==> config.mk <==
export PLATFORM = sky130hd
export DESIGN_NAME = length_prefixed_frame_receiver_unit
export DESIGN_NICKNAME = d
export VERILOG_FILES = /design/src/hdl/lpfr_pkg.sv /design/src/hdl/lpfr_in_reg.sv /design/src/hdl/lpfr_parser.sv /design/src/hdl/lpfr_out_reg.sv /design/src/hdl/length_prefixed_frame_receiver_unit.sv
export SDC_FILE = /design/constraint.sdc
export NUM_CORES = 1
export LEC_CHECK = 0
export ABC_AREA = 1
export BUFFER_PORTS_ARGS = -buffer_cell sky130_fd_sc_hd__buf_2
export CORE_MARGIN = 8
export CORE_UTILIZATION = 40
export CTS_CLUSTER_SIZE = 16
export DETAILED_ROUTE_END_ITERATION = 7
export SLEW_MARGIN = 20
export SYNTH_ARGS = -nofsm -noshare
export SYNTH_HDL_FRONTEND = slang
export SYNTH_SLANG_ARGS = --single-unit
==> constraint.sdc <==
create_clock -name i_clk -period 4.1 [get_ports i_clk]
set_clock_uncertainty 0.15 [all_clocks]
set_input_delay 0 -clock i_clk [delete_from_list [all_inputs] [get_ports i_clk]]
set_output_delay 0 -clock i_clk [all_outputs]
set_load 0.02 [all_outputs]
==> src/hdl/lpfr_pkg.sv <==
`timescale 1ns / 1ps
// ---------------------------------------------------------------------------
// lpfr_pkg
// shared types and constants of the length-prefixed frame receiver
// ---------------------------------------------------------------------------
package lpfr_pkg;

    localparam int unsigned HDR_BYTES    = 12;
    localparam int unsigned HDR_IDX_W    = 4;
    localparam int unsigned CFG_ADDR_W   = 8;
    localparam int unsigned CFG_DATA_W   = 16;
    localparam int unsigned BODY_LEN_W   = 13;

    localparam logic [HDR_IDX_W-1:0] HDR_LAST = 4'd11;

    localparam logic [15:0] MAGIC_RESET    = 16'hBEEF;
    localparam logic [BODY_LEN_W-1:0] MAX_LEN_RESET = 13'd1024;

    localparam logic [CFG_ADDR_W-1:0] CFG_MAGIC_WORD   = 8'd0;
    localparam logic [CFG_ADDR_W-1:0] CFG_MAX_BODY_LEN = 8'd1;

    localparam logic [15:0] CMD_PING = 16'd1;
    localparam logic [15:0] CMD_TEXT = 16'd3;
    localparam logic [15:0] CMD_BYE  = 16'd5;

    localparam logic [1:0] KIND_BODY      = 2'd0;
    localparam logic [1:0] KIND_DONE      = 2'd1;
    localparam logic [1:0] KIND_BAD_MAGIC = 2'd2;
    localparam logic [1:0] KIND_TOO_LONG  = 2'd3;

    localparam logic [1:0] ACT_NONE  = 2'd0;
    localparam logic [1:0] ACT_PONG  = 2'd1;
    localparam logic [1:0] ACT_ACK   = 2'd2;
    localparam logic [1:0] ACT_CLOSE = 2'd3;

    typedef struct packed {
        logic [1:0]  kind;
        logic [7:0]  data_byte;
        logic        has_data;
        logic [15:0] command;
        logic [15:0] frame_seq;
        logic [31:0] body_length;
        logic [1:0]  action;
        logic [15:0] reply_seq;
    } t_result;

endpackage

==> src/hdl/lpfr_in_reg.sv <==
`timescale 1ns / 1ps
// ---------------------------------------------------------------------------
// lpfr_in_reg
// input register holding one received byte until the parser takes it
// ---------------------------------------------------------------------------
module lpfr_in_reg import lpfr_pkg::*; (
    input  logic       i_clk,
    input  logic       i_rst_n,
    input  logic       i_valid,
    output logic       o_ready,
    input  logic [7:0] i_data,
    output logic       o_valid,
    output logic [7:0] o_data,
    input  logic       i_take
);

    logic       r_valid;
    logic       n_valid;
    logic [7:0] r_data;

    assign o_ready = !r_valid || i_take;
    assign o_valid = r_valid;
    assign o_data  = r_data;

    always_comb begin
        n_valid = r_valid;
        if (i_valid && o_ready) begin
            n_valid = 1'b1;
        end else if (i_take) begin
            n_valid = 1'b0;
        end
    end

    always_ff @(posedge i_clk) begin
        if (!i_rst_n) begin
            r_valid <= 1'b0;
        end else begin
            r_valid <= n_valid;
        end
        if (i_valid && o_ready) begin
            r_data <= i_data;
        end
    end

endmodule

==> src/hdl/lpfr_parser.sv <==
`timescale 1ns / 1ps
// ---------------------------------------------------------------------------
// lpfr_parser
// header assembly, checks, body pass-through and reply decision
// ---------------------------------------------------------------------------
module lpfr_parser import lpfr_pkg::*; (
    input  logic                  i_clk,
    input  logic                  i_rst_n,
    input  logic                  i_cfg_we,
    input  logic [CFG_ADDR_W-1:0] i_cfg_addr,
    input  logic [CFG_DATA_W-1:0] i_cfg_wdata,
    input  logic                  i_fire,
    input  logic [7:0]            i_byte,
    output logic                  o_res_valid,
    output t_result               o_res
);

    logic [15:0]           r_magic_word;
    logic [BODY_LEN_W-1:0] r_max_body_len;

    logic [HDR_IDX_W-1:0]  r_hdr_idx,   n_hdr_idx;
    logic                  r_in_body,   n_in_body;
    logic [15:0]           r_magic_acc, n_magic_acc;
    logic [15:0]           r_command,   n_command;
    logic [15:0]           r_seq,       n_seq;
    logic [31:0]           r_length,    n_length;
    logic [BODY_LEN_W-1:0] r_left,      n_left;
    logic [15:0]           r_reply_cnt, n_reply_cnt;
    logic                  r_closed,    n_closed;

    logic [1:0]            dec_action;
    logic [15:0]           dec_cnt;
    logic                  dec_close;

    // reply decision at frame completion
    always_comb begin
        dec_action = ACT_NONE;
        dec_cnt    = r_reply_cnt;
        dec_close  = 1'b0;
        if (r_command == CMD_PING) begin
            dec_action = ACT_PONG;
            dec_cnt    = r_reply_cnt + 16'd1;
        end else if (r_command == CMD_TEXT) begin
            dec_action = ACT_ACK;
            dec_cnt    = r_reply_cnt + 16'd1;
        end else if (r_command == CMD_BYE) begin
            dec_action = ACT_CLOSE;
            dec_close  = 1'b1;
        end
    end

    always_comb begin
        n_hdr_idx   = r_hdr_idx;
        n_in_body   = r_in_body;
        n_magic_acc = r_magic_acc;
        n_command   = r_command;
        n_seq       = r_seq;
        n_length    = r_length;
        n_left      = r_left;
        n_reply_cnt = r_reply_cnt;
        n_closed    = r_closed;
        o_res_valid = 1'b0;
        o_res.kind  = KIND_BODY;
        o_res.data_byte = 8'd0;
        o_res.has_data  = 1'b0;
        o_res.action    = ACT_NONE;

        if (i_fire && !r_closed) begin
            if (r_in_body) begin
                n_left          = r_left - 1'b1;
                o_res_valid     = 1'b1;
                o_res.data_byte = i_byte;
                o_res.has_data  = 1'b1;
                if (n_left == '0) begin
                    n_in_body    = 1'b0;
                    o_res.kind   = KIND_DONE;
                    o_res.action = dec_action;
                    n_reply_cnt  = dec_cnt;
                    n_closed     = dec_close;
                end
            end else begin
                if (r_hdr_idx < 4'd2) begin
                    n_magic_acc = {r_magic_acc[7:0], i_byte};
                end else if (r_hdr_idx < 4'd4) begin
                    n_command = {r_command[7:0], i_byte};
                end else if (r_hdr_idx < 4'd6) begin
                    n_command = r_command;
                end else if (r_hdr_idx < 4'd8) begin
                    n_seq = {r_seq[7:0], i_byte};
                end else begin
                    n_length = {r_length[23:0], i_byte};
                end

                if (r_hdr_idx != HDR_LAST) begin
                    n_hdr_idx = r_hdr_idx + 1'b1;
                end else begin
                    n_hdr_idx = '0;
                    if (n_magic_acc != r_magic_word) begin
                        n_closed     = 1'b1;
                        o_res_valid  = 1'b1;
                        o_res.kind   = KIND_BAD_MAGIC;
                        o_res.action = ACT_CLOSE;
                    end else if (n_length > {19'd0, r_max_body_len}) begin
                        n_closed     = 1'b1;
                        o_res_valid  = 1'b1;
                        o_res.kind   = KIND_TOO_LONG;
                        o_res.action = ACT_CLOSE;
                    end else if (n_length == 32'd0) begin
                        o_res_valid  = 1'b1;
                        o_res.kind   = KIND_DONE;
                        o_res.action = dec_action;
                        n_reply_cnt  = dec_cnt;
                        n_closed     = dec_close;
                    end else begin
                        n_in_body = 1'b1;
                        n_left    = n_length[BODY_LEN_W-1:0];
                    end
                end
            end
        end

        o_res.command     = n_command;
        o_res.frame_seq   = n_seq;
        o_res.body_length = n_length;
        o_res.reply_seq   = n_reply_cnt;
    end

    always_ff @(posedge i_clk) begin
        if (!i_rst_n) begin
            r_magic_word   <= MAGIC_RESET;
            r_max_body_len <= MAX_LEN_RESET;
            r_hdr_idx      <= '0;
            r_in_body      <= 1'b0;
            r_magic_acc    <= '0;
            r_command      <= '0;
            r_seq          <= '0;
            r_length       <= '0;
            r_left         <= '0;
            r_reply_cnt    <= '0;
            r_closed       <= 1'b0;
        end else begin
            r_hdr_idx   <= n_hdr_idx;
            r_in_body   <= n_in_body;
            r_magic_acc <= n_magic_acc;
            r_command   <= n_command;
            r_seq       <= n_seq;
            r_length    <= n_length;
            r_left      <= n_left;
            r_reply_cnt <= n_reply_cnt;
            r_closed    <= n_closed;
            if (i_cfg_we) begin
                unique case (i_cfg_addr)
                    CFG_MAGIC_WORD:   r_magic_word   <= i_cfg_wdata;
                    CFG_MAX_BODY_LEN: r_max_body_len <= i_cfg_wdata[BODY_LEN_W-1:0];
                    default: ;
                endcase
            end
        end
    end

endmodule

==> src/hdl/lpfr_out_reg.sv <==
`timescale 1ns / 1ps
// ---------------------------------------------------------------------------
// lpfr_out_reg
// result register toward the master side
// ---------------------------------------------------------------------------
module lpfr_out_reg import lpfr_pkg::*; (
    input  logic    i_clk,
    input  logic    i_rst_n,
    input  logic    i_load,
    input  t_result i_res,
    output logic    o_ready,
    output logic    o_valid,
    output t_result o_res,
    input  logic    i_out_ready
);

    logic    r_valid;
    logic    n_valid;
    t_result r_res;

    assign o_ready = !r_valid || i_out_ready;
    assign o_valid = r_valid;
    assign o_res   = r_res;

    always_comb begin
        n_valid = r_valid;
        if (i_load) begin
            n_valid = 1'b1;
        end else if (i_out_ready) begin
            n_valid = 1'b0;
        end
    end

    always_ff @(posedge i_clk) begin
        if (!i_rst_n) begin
            r_valid <= 1'b0;
        end else begin
            r_valid <= n_valid;
        end
        if (i_load) begin
            r_res <= i_res;
        end
    end

endmodule

==> src/hdl/length_prefixed_frame_receiver_unit.sv <==
`timescale 1ns / 1ps
// ---------------------------------------------------------------------------
// length_prefixed_frame_receiver_unit
// deframer for magic- and length-prefixed frames with reply decision
// ---------------------------------------------------------------------------
// Takes one byte per beat and can accept a beat every clock cycle while the
// result register is free or being drained by the master side. A byte is
// held in the input register, parsed by single-pass logic and loaded into
// the result register. Header bytes give no beat except the twelfth, which may
// give an error or an empty-body completion. After a bad magic, an oversized
// body or a BYE the unit drops all bytes until reset. Configuration writes
// are taken at once and must be made while no frame is in flight.
module length_prefixed_frame_receiver_unit import lpfr_pkg::*; (
    input  logic                  i_clk,
    input  logic                  i_rst_n,
    input  logic                  i_cfg_we,
    input  logic [CFG_ADDR_W-1:0] i_cfg_addr,
    input  logic [CFG_DATA_W-1:0] i_cfg_wdata,
    input  logic                  s_axis_tvalid,
    output logic                  s_axis_tready,
    input  logic [7:0]            s_axis_tdata,   // rx_byte
    output logic                  m_axis_tvalid,
    input  logic                  m_axis_tready,
    // data_byte, has_data, command, frame_seq, body_length, action, reply_seq, pad
    output logic [95:0]           m_axis_tdata,
    output logic [1:0]            m_axis_tuser    // kind
);

    logic       in_valid;
    logic [7:0] in_byte;
    logic       out_ready;
    logic       fire;
    logic       res_valid;
    t_result    res;
    t_result    out_res;

    assign fire = in_valid && out_ready;

    lpfr_in_reg u_in_reg (
        .i_clk   (i_clk),
        .i_rst_n (i_rst_n),
        .i_valid (s_axis_tvalid),
        .o_ready (s_axis_tready),
        .i_data  (s_axis_tdata),
        .o_valid (in_valid),
        .o_data  (in_byte),
        .i_take  (fire)
    );

    lpfr_parser u_parser (
        .i_clk       (i_clk),
        .i_rst_n     (i_rst_n),
        .i_cfg_we    (i_cfg_we),
        .i_cfg_addr  (i_cfg_addr),
        .i_cfg_wdata (i_cfg_wdata),
        .i_fire      (fire),
        .i_byte      (in_byte),
        .o_res_valid (res_valid),
        .o_res       (res)
    );

    lpfr_out_reg u_out_reg (
        .i_clk       (i_clk),
        .i_rst_n     (i_rst_n),
        .i_load      (res_valid),
        .i_res       (res),
        .o_ready     (out_ready),
        .o_valid     (m_axis_tvalid),
        .o_res       (out_res),
        .i_out_ready (m_axis_tready)
    );

    assign m_axis_tuser = out_res.kind;
    assign m_axis_tdata = {5'd0, out_res.reply_seq, out_res.action, out_res.body_length,
                           out_res.frame_seq, out_res.command, out_res.has_data,
                           out_res.data_byte};

endmodule
==> results by group, run 1 <==
STA
  • F_max: 278.3 MHz
  • Setup_tns: 0 ns
  • Worst-margin pin slew: 0.8093 ns
  • Max-slew headroom: 45.98%
  • Final Slew Violations: 0
  • Post-route minimum period: 3.593 ns
  • Final hold vios: 0
  • Period Utilization, post-route: 87.63%
  • Hold WS: 0.05351 ns
  • Final setup viols: 0
  • RSZ-0062 raised after global routing: no

Logic synthesis
  • Post-synthesis instance area: 0.01222 mm²
  • Post-Syn Instances: 1606
  • Synth Area per Inst: 7.610 µm²
  • Dominant cell type by area after synthesis: edfxtp_1
  • Ys Warns: 0
  • Synthesized flop and latch total: 247
  • Top cells by area, synth: edfxtp_1, dfxtp_1, nand2_1, inv_1, nand3_1
  • Yosys cell types: 45
  • Post-synthesis sequential area ratio: 48.73%
  • Synth top area share: 24.82%

Drt
  • Router iterations before antenna repair: 5
  • First-iteration detailed-routing DRC count: 867
  • Antenna-violating nets left: 0
  • Vias: 10950
  • Avg WL per Cell: 16.42 µm
  • Residual DRC: 0
  • Via/cell ratio: 5.004
  • Final WL: 35950 µm

Global route
  • Initial antenna violation count: 0
  • GRT Total Usage: 19.23%
  • Number of global-route vias before repair: 10270
  • First-pass GRT wire length: 56250 µm
  • Largest net degree at the start of global routing: 62
  • Total gr overflow: 0

Floorplanning
  • Die Footprint: 0.03640 mm²
  • Die height: 190.8 µm
  • Starting Density: 40.27%
  • Core area: 0.03035 mm²
  • Die Width: 190.8 µm
  • I/O pins: 137
  • Row count: 64

Worst setup path
  • CP endpoint kind: flip-flop
  • Worst EP arrival: 3.70 ns
  • CP Launch Type: flip-flop
  • Critical path required time: 4.21 ns
  • CP max FO: 49
  • WS Path Type: flip-flop to flip-flop

Placed design
  • Placed Area: 0.01324 mm²
  • I/O Buffers: 131
  • Routability Congestion: 0.8820
  • Post-DP HPWL: 25970 µm

Clocking
  • Worst-path clk slew: 0.06 ns
  • Clock buffer count from CTS: 26
  • # Post-CTS Setup Buffers: 0
  • Clock Path Buffers: 3
  • Worst-Skew Late Latency: 0.55 ns
  • Sink Count: 247
  • CTS root buf: clkbuf_16
  • H-tree level count: 1
  • CTS tree: yes

Final layout
  • # diodes: 0
  • Nets: 1827
  • Commonest non-fill, non-tap cell in the layout: nand2_1
  • Fill cell count: 3004
  • Most frequent cells in the layout: nand2_1, inv_1, dfxtp_1
  • Synth-to-Final Area Change: 19.33%
  • Share of layout cells above drive strength 1: 13.22%
  • Design Area, Final: 0.01458 mm²

Power
  • Internal Power: 4.160 mW
  • Switch Pwr: 1.381 mW
  • Leakage: 6.456 nW
  • Switching part of the total: 24.93%
  • Gate power share: 9.4%
  • Total chip power: 5.541 mW
  • Clock power frac: 43.1%
  • P per Cell Area: 379.9 mW/mm²
  • Peak supply drop: 294.6 µV
  • Sequential share of power: 47.6%

Run
  • Max-Cap Viols: 0

Outcome
  • Status: complete, no violations

Hold path
  • Worst min path class: primary input to flip-flop
-- final timing paths --
| kind | from | end | slack, ns | cells past startpoint |
|---|---|---|---|---|
| worst max register to register | u_parser.r_hdr_idx[3] | u_out_reg.o_res[1] | 0.51 | 16 |
| worst min register to register | u_parser.r_magic_word[8] | u_parser.r_magic_word[8] | 0.34 | 2 |
| worst max-delay path | u_parser.r_hdr_idx[3] | u_out_reg.o_res[1] | 0.51 | 16 |
| worst min-delay path | s_axis_tdata[7] | u_in_reg.o_data[7] | 0.05 | 2 |
-- layer usage --
| metal | up-vias | GRT usage [%] | wire length (µm) |
|---|---|---|---|
| li1 | 5558 | - | - |
| met1 | 5051 | 27.51 | 17380 |
| met2 | 297 | 29.66 | 15700 |
| met3 | 47 | 3.127 | 2224 |
| met4 | 0 | 4.982 | 650 |
| met5 | - | 0 | 0 |
-- per-stage QoR --
| step | utilization, % | setup slack (ns) | std cells |
|---|---|---|---|
| 6_report | 48.05 | 0.5072 | 2189 |
| 2_1_floorplan | - | 0.04252 | 1610 |
| 5_1_grt | 48.05 | 0.2035 | 2189 |
| 3_3_place_gp | 43.62 | 0.6635 | 2093 |
| 4_1_cts | 48.05 | 0.5318 | 2189 |
| 3_5_place_dp | 43.63 | 0.5829 | 2093 |
-- power groups by stage --
stage	Clock, mW	Sequential, mW	Combinational (mW)
2_1_floorplan	0	2.70	0.319
3_3_place_gp	0	2.69	0.487
3_5_place_dp	0	2.69	0.489
4_1_cts	2.44	2.64	0.517
5_1_grt	2.53	2.64	0.577
6_report	2.39	2.64	0.520
-- worst max-delay path, stage by stage (launching register included) --
cell and delay [ns]:
dfxtp_1 0.59, inv_2 0.21, nand2_1 0.12, nand2_1 0.11, ha_1 0.31, nand2_1 0.08, nor2_1 0.15, nand4_1 0.12
nor2_1 0.15, inv_1 0.05, nand2_1 0.08, nand2_1 0.06, nor2_1 0.14, nand3_1 0.11, nand2_1 0.16, clkinvlp_4 0.35
buf_12 0.32
-- cell families after synthesis --
logic type / synth area share (%)
and+or+nand+nor: 27.14
buffers and inverters: 9.746
AOI/OAI and AO/OA: 12.11
DFF: 48.73
adders and majority gates: 1.740
xor gates and xnor gates: 0.5016
other: 0.03068
-- cells in the mapped netlist --
| cell type | instances |
|---|---|
| inv_1 | 208 |
| nand2_4 | 1 |
| ha_1 | 17 |
| o21ai_0 | 83 |
| nor2_1 | 119 |
| and2_1 | 1 |
| nand3_4 | 1 |
| a211oi_1 | 21 |
| nor4_1 | 1 |
| xnor2_1 | 1 |
| edfxtp_1 | 101 |
| nor2_8 | 2 |
| o21ai_2 | 2 |
| nand4_1 | 27 |
| nand2_1 | 479 |
| buf_2 | 7 |
| o211ai_1 | 14 |
| nand3_1 | 117 |
| nor4b_1 | 1 |
| or4_1 | 1 |
| nand3_2 | 1 |
| nand3b_1 | 1 |
| nor2_4 | 2 |
| a21oi_2 | 9 |
| buf_4 | 6 |
| o21a_1 | 1 |
| buf_1 | 1 |
| clkbuf_1 | 45 |
| a31oi_1 | 6 |
| or2_2 | 8 |
| nor3b_1 | 1 |
| and3_1 | 1 |
| inv_2 | 6 |
| a21boi_0 | 1 |
| nor3_1 | 14 |
| a22oi_1 | 1 |
| o21bai_1 | 2 |
| nand2_2 | 4 |
| xor2_1 | 6 |
| nand4_4 | 1 |
| conb_1 | 1 |
| a21oi_1 | 107 |
| dfxtp_1 | 146 |
| o21ai_1 | 19 |
| buf_6 | 12 |
-- what timing repair did --
item / 4_1_cts / 5_1_grt
resized for setup: 0 / 0
hold buffers: 48 / 0
hold endpoints to repair: 115 / 0
-- layout make-up --
cell class | count | area, µm² | share of cell area (%)
well taps | 396 | 495.5 | 3.397
repair buffers | 206 | 1364 | 9.351
flip-flops and latches | 247 | 5956 | 40.84
multi-input cells | 1078 | 5097 | 34.95
clock inverters | 11 | 118.9 | 0.8150
clock buffers | 37 | 743.2 | 5.096
inverters | 214 | 809.5 | 5.551
-- sequential cells by signal, indices dropped and copies added (netlist names), 4 cells and up --
register	flops
u_out_reg.o_res	93
u_parser.r_length	32
u_parser.r_command	16
u_parser.r_magic_acc	16
u_parser.r_magic_word	16
u_parser.r_reply_cnt	16
u_parser.r_seq	16
u_parser.r_left	13
u_parser.r_max_body_len	13
u_in_reg.o_data	8
u_parser.r_hdr_idx	4
No activity file was read; power rests on OpenSTA's default activity.
==> run 2: changes to the inputs <==
==> constraint.sdc (replaced) <==
create_clock -name i_clk -period 3.6 [get_ports i_clk]
set_clock_uncertainty 0.15 [all_clocks]
set_input_delay 0 -clock i_clk [delete_from_list [all_inputs] [get_ports i_clk]]
set_output_delay 0 -clock i_clk [all_outputs]
set_load 0.02 [all_outputs]
==> results by group, run 2 (same netlist as run 1, synthesis figures left out) <==
Outcome
  • Status: complete, no violations

Drt
  • Avg WL per Cell: 15.88 µm
  • Antenna-violating nets left: 0
  • Vias: 10930
  • Via/cell ratio: 4.994
  • Router iterations before antenna repair: 5
  • First-iteration detailed-routing DRC count: 911
  • Residual DRC: 0
  • Final WL: 34760 µm

Run
  • Max-Cap Viols: 0

Clocking
  • Post-CTS sizing: 0
  • Sink Count: 247
  • Worst-path clk slew: 0.06 ns
  • Clock buffer count from CTS: 29
  • CTS root buf: clkbuf_16
  • H-tree level count: 1
  • CTS tree: yes
  • Worst-Skew Late Latency: 0.55 ns
  • Clock Path Buffers: 3

Final layout
  • Core Util, Final: 48.44%
  • FF+latch area: 0.005957 mm²
  • # diodes: 0
  • Synth-to-Final Area Change: 20.29%
  • Footprint of the multi-input gates: 0.005220 mm²
  • Fill cell count: 3017
  • Commonest non-fill, non-tap cell in the layout: nand2_1
  • Most frequent cells in the layout: nand2_1, inv_1, dfxtp_1
  • Share of layout cells above drive strength 1: 14.40%
  • Max FFs per register: 93
  • Nets: 1823

Worst setup path
  • Reg2Reg Depth: 17
  • WS Path Type: flip-flop to flip-flop
  • Worst r2r dst: u_parser.r_left[0]
  • Setup slack, reg-to-reg: 0.41 ns
  • CP Launch Type: flip-flop
  • Worst EP arrival: 3.50 ns
  • Critical path required time: 3.91 ns
  • CP endpoint kind: flip-flop
  • CP max FO: 43
  • Reg-to-reg startpoint: u_parser.r_hdr_idx[3]

Power
  • Peak supply drop: 339.1 µV
  • Leakage: 6.479 nW
  • P per Cell Area: 432.7 mW/mm²

STA
  • Max-slew headroom: 39.80%
  • Worst-margin pin slew: 0.9005 ns
  • Period Utilization, post-route: 88.54%
  • Final hold vios: 0
  • F_max: 313.7 MHz
  • Setup_tns: 0 ns
  • Final Slew Violations: 0
  • Post-route minimum period: 3.187 ns
  • RSZ-0062 raised after global routing: no
  • Final setup viols: 0

Hold path
  • Hold_sp: s_axis_tdata[4]
  • Worst min path class: primary input to flip-flop
  • Hold depth: 2
  • Hold Path Sink: u_in_reg.o_data[4]

Floorplanning
  • Starting Density: 40.27%
  • Die Width: 190.8 µm
  • Core area: 0.03035 mm²
  • Die Footprint: 0.03640 mm²
  • Row count: 64
  • I/O pins: 137
  • Die height: 190.8 µm

Placed design
  • Routability Congestion: 0.9029
  • I/O Buffers: 131
  • Post-DP HPWL: 24710 µm

Global route
  • Initial antenna violation count: 0
  • GRT Total Usage: 18.78%
  • Total gr overflow: 0
  • First-pass GRT wire length: 55520 µm
  • Largest net degree at the start of global routing: 78
  • Number of global-route vias before repair: 10370
## run 2: critical path: stages (launching register included)
cell	delay, ns
dfxtp_2	0.54
buf_12	0.29
nand2_1	0.08
nand2_1	0.14
ha_1	0.26
nand2_1	0.08
inv_1	0.04
o21bai_1	0.10
a21boi_0	0.13
nor2_1	0.14
nand3_1	0.10
nand2_2	0.15
nand2_1	0.11
nand2_2	0.10
nand3_4	0.17
inv_2	0.31
nand2_1	0.09
a21oi_1	0.12
## run 2: cell type report
type | count | share of cell area, %
sequential | 247 | 40.52
clock buffer | 37 | 5.277
clock inverter | 17 | 0.8851
tap | 396 | 3.370
timing repair buffer | 199 | 8.953
multi-input combinational | 1078 | 35.51
inverter | 214 | 5.489
## run 2: how the worst max path moves through the flow
stage | from | endpoint | cells after the start
2_1_floorplan | u_parser.r_hdr_idx[3] | u_out_reg.o_res[0] | 20
3_3_place_gp | u_parser.r_hdr_idx[3] | u_out_reg.o_res[57] | 20
3_5_place_dp | u_parser.r_hdr_idx[3] | u_out_reg.o_res[57] | 20
4_1_cts | u_parser.r_hdr_idx[3] | u_parser.r_left[0] | 17
5_1_grt | u_parser.r_left[0] | u_out_reg.o_res[0] | 15
6_report | u_parser.r_hdr_idx[3] | u_parser.r_left[0] | 17
## run 2: what timing repair did
| action | CTS | global route |
|---|---|---|
| hold buffers | 45 | 0 |
| endpoints found under the setup margin | 0 | 0 |
| setup buffers | 0 | 0 |
| hold endpoints to repair | 85 | 0 |
## run 2: power breakdown
group	total (mW)	switching, mW	internal, mW
sequential	3.01	0.0353	2.97
clock	2.78	1.18	1.60
combinational	0.576	0.393	0.183
## run 2: per-layer routing
layer | GRT usage (%) | share of wire, % | up-vias
li1 | - | - | 5556
met1 | 27.42 | 49 | 5003
met2 | 28.59 | 43 | 327
met3 | 2.963 | 6.9 | 41
met4 | 4.475 | 1.7 | 0
met5 | 0 | 0 | -
## run 2: per-stage QoR
stage | cell area, µm² | power, mW | hold slack (ns) | std cells | setup slack, ns
CTS | 14700 | 6.425 | 0.001840 | 2188 | 0.4199
detailed placement | 13350 | 3.610 | 0.03344 | 2089 | 0.4404
global placement | 13350 | 3.606 | 0.03116 | 2089 | 0.4909
finish | 14700 | 6.361 | 0.01943 | 2188 | 0.4126
global route | 14700 | 6.613 | 0.02897 | 2188 | 0.07355
floorplan | 12370 | 3.445 | -0.05113 | 1610 | -0.2856
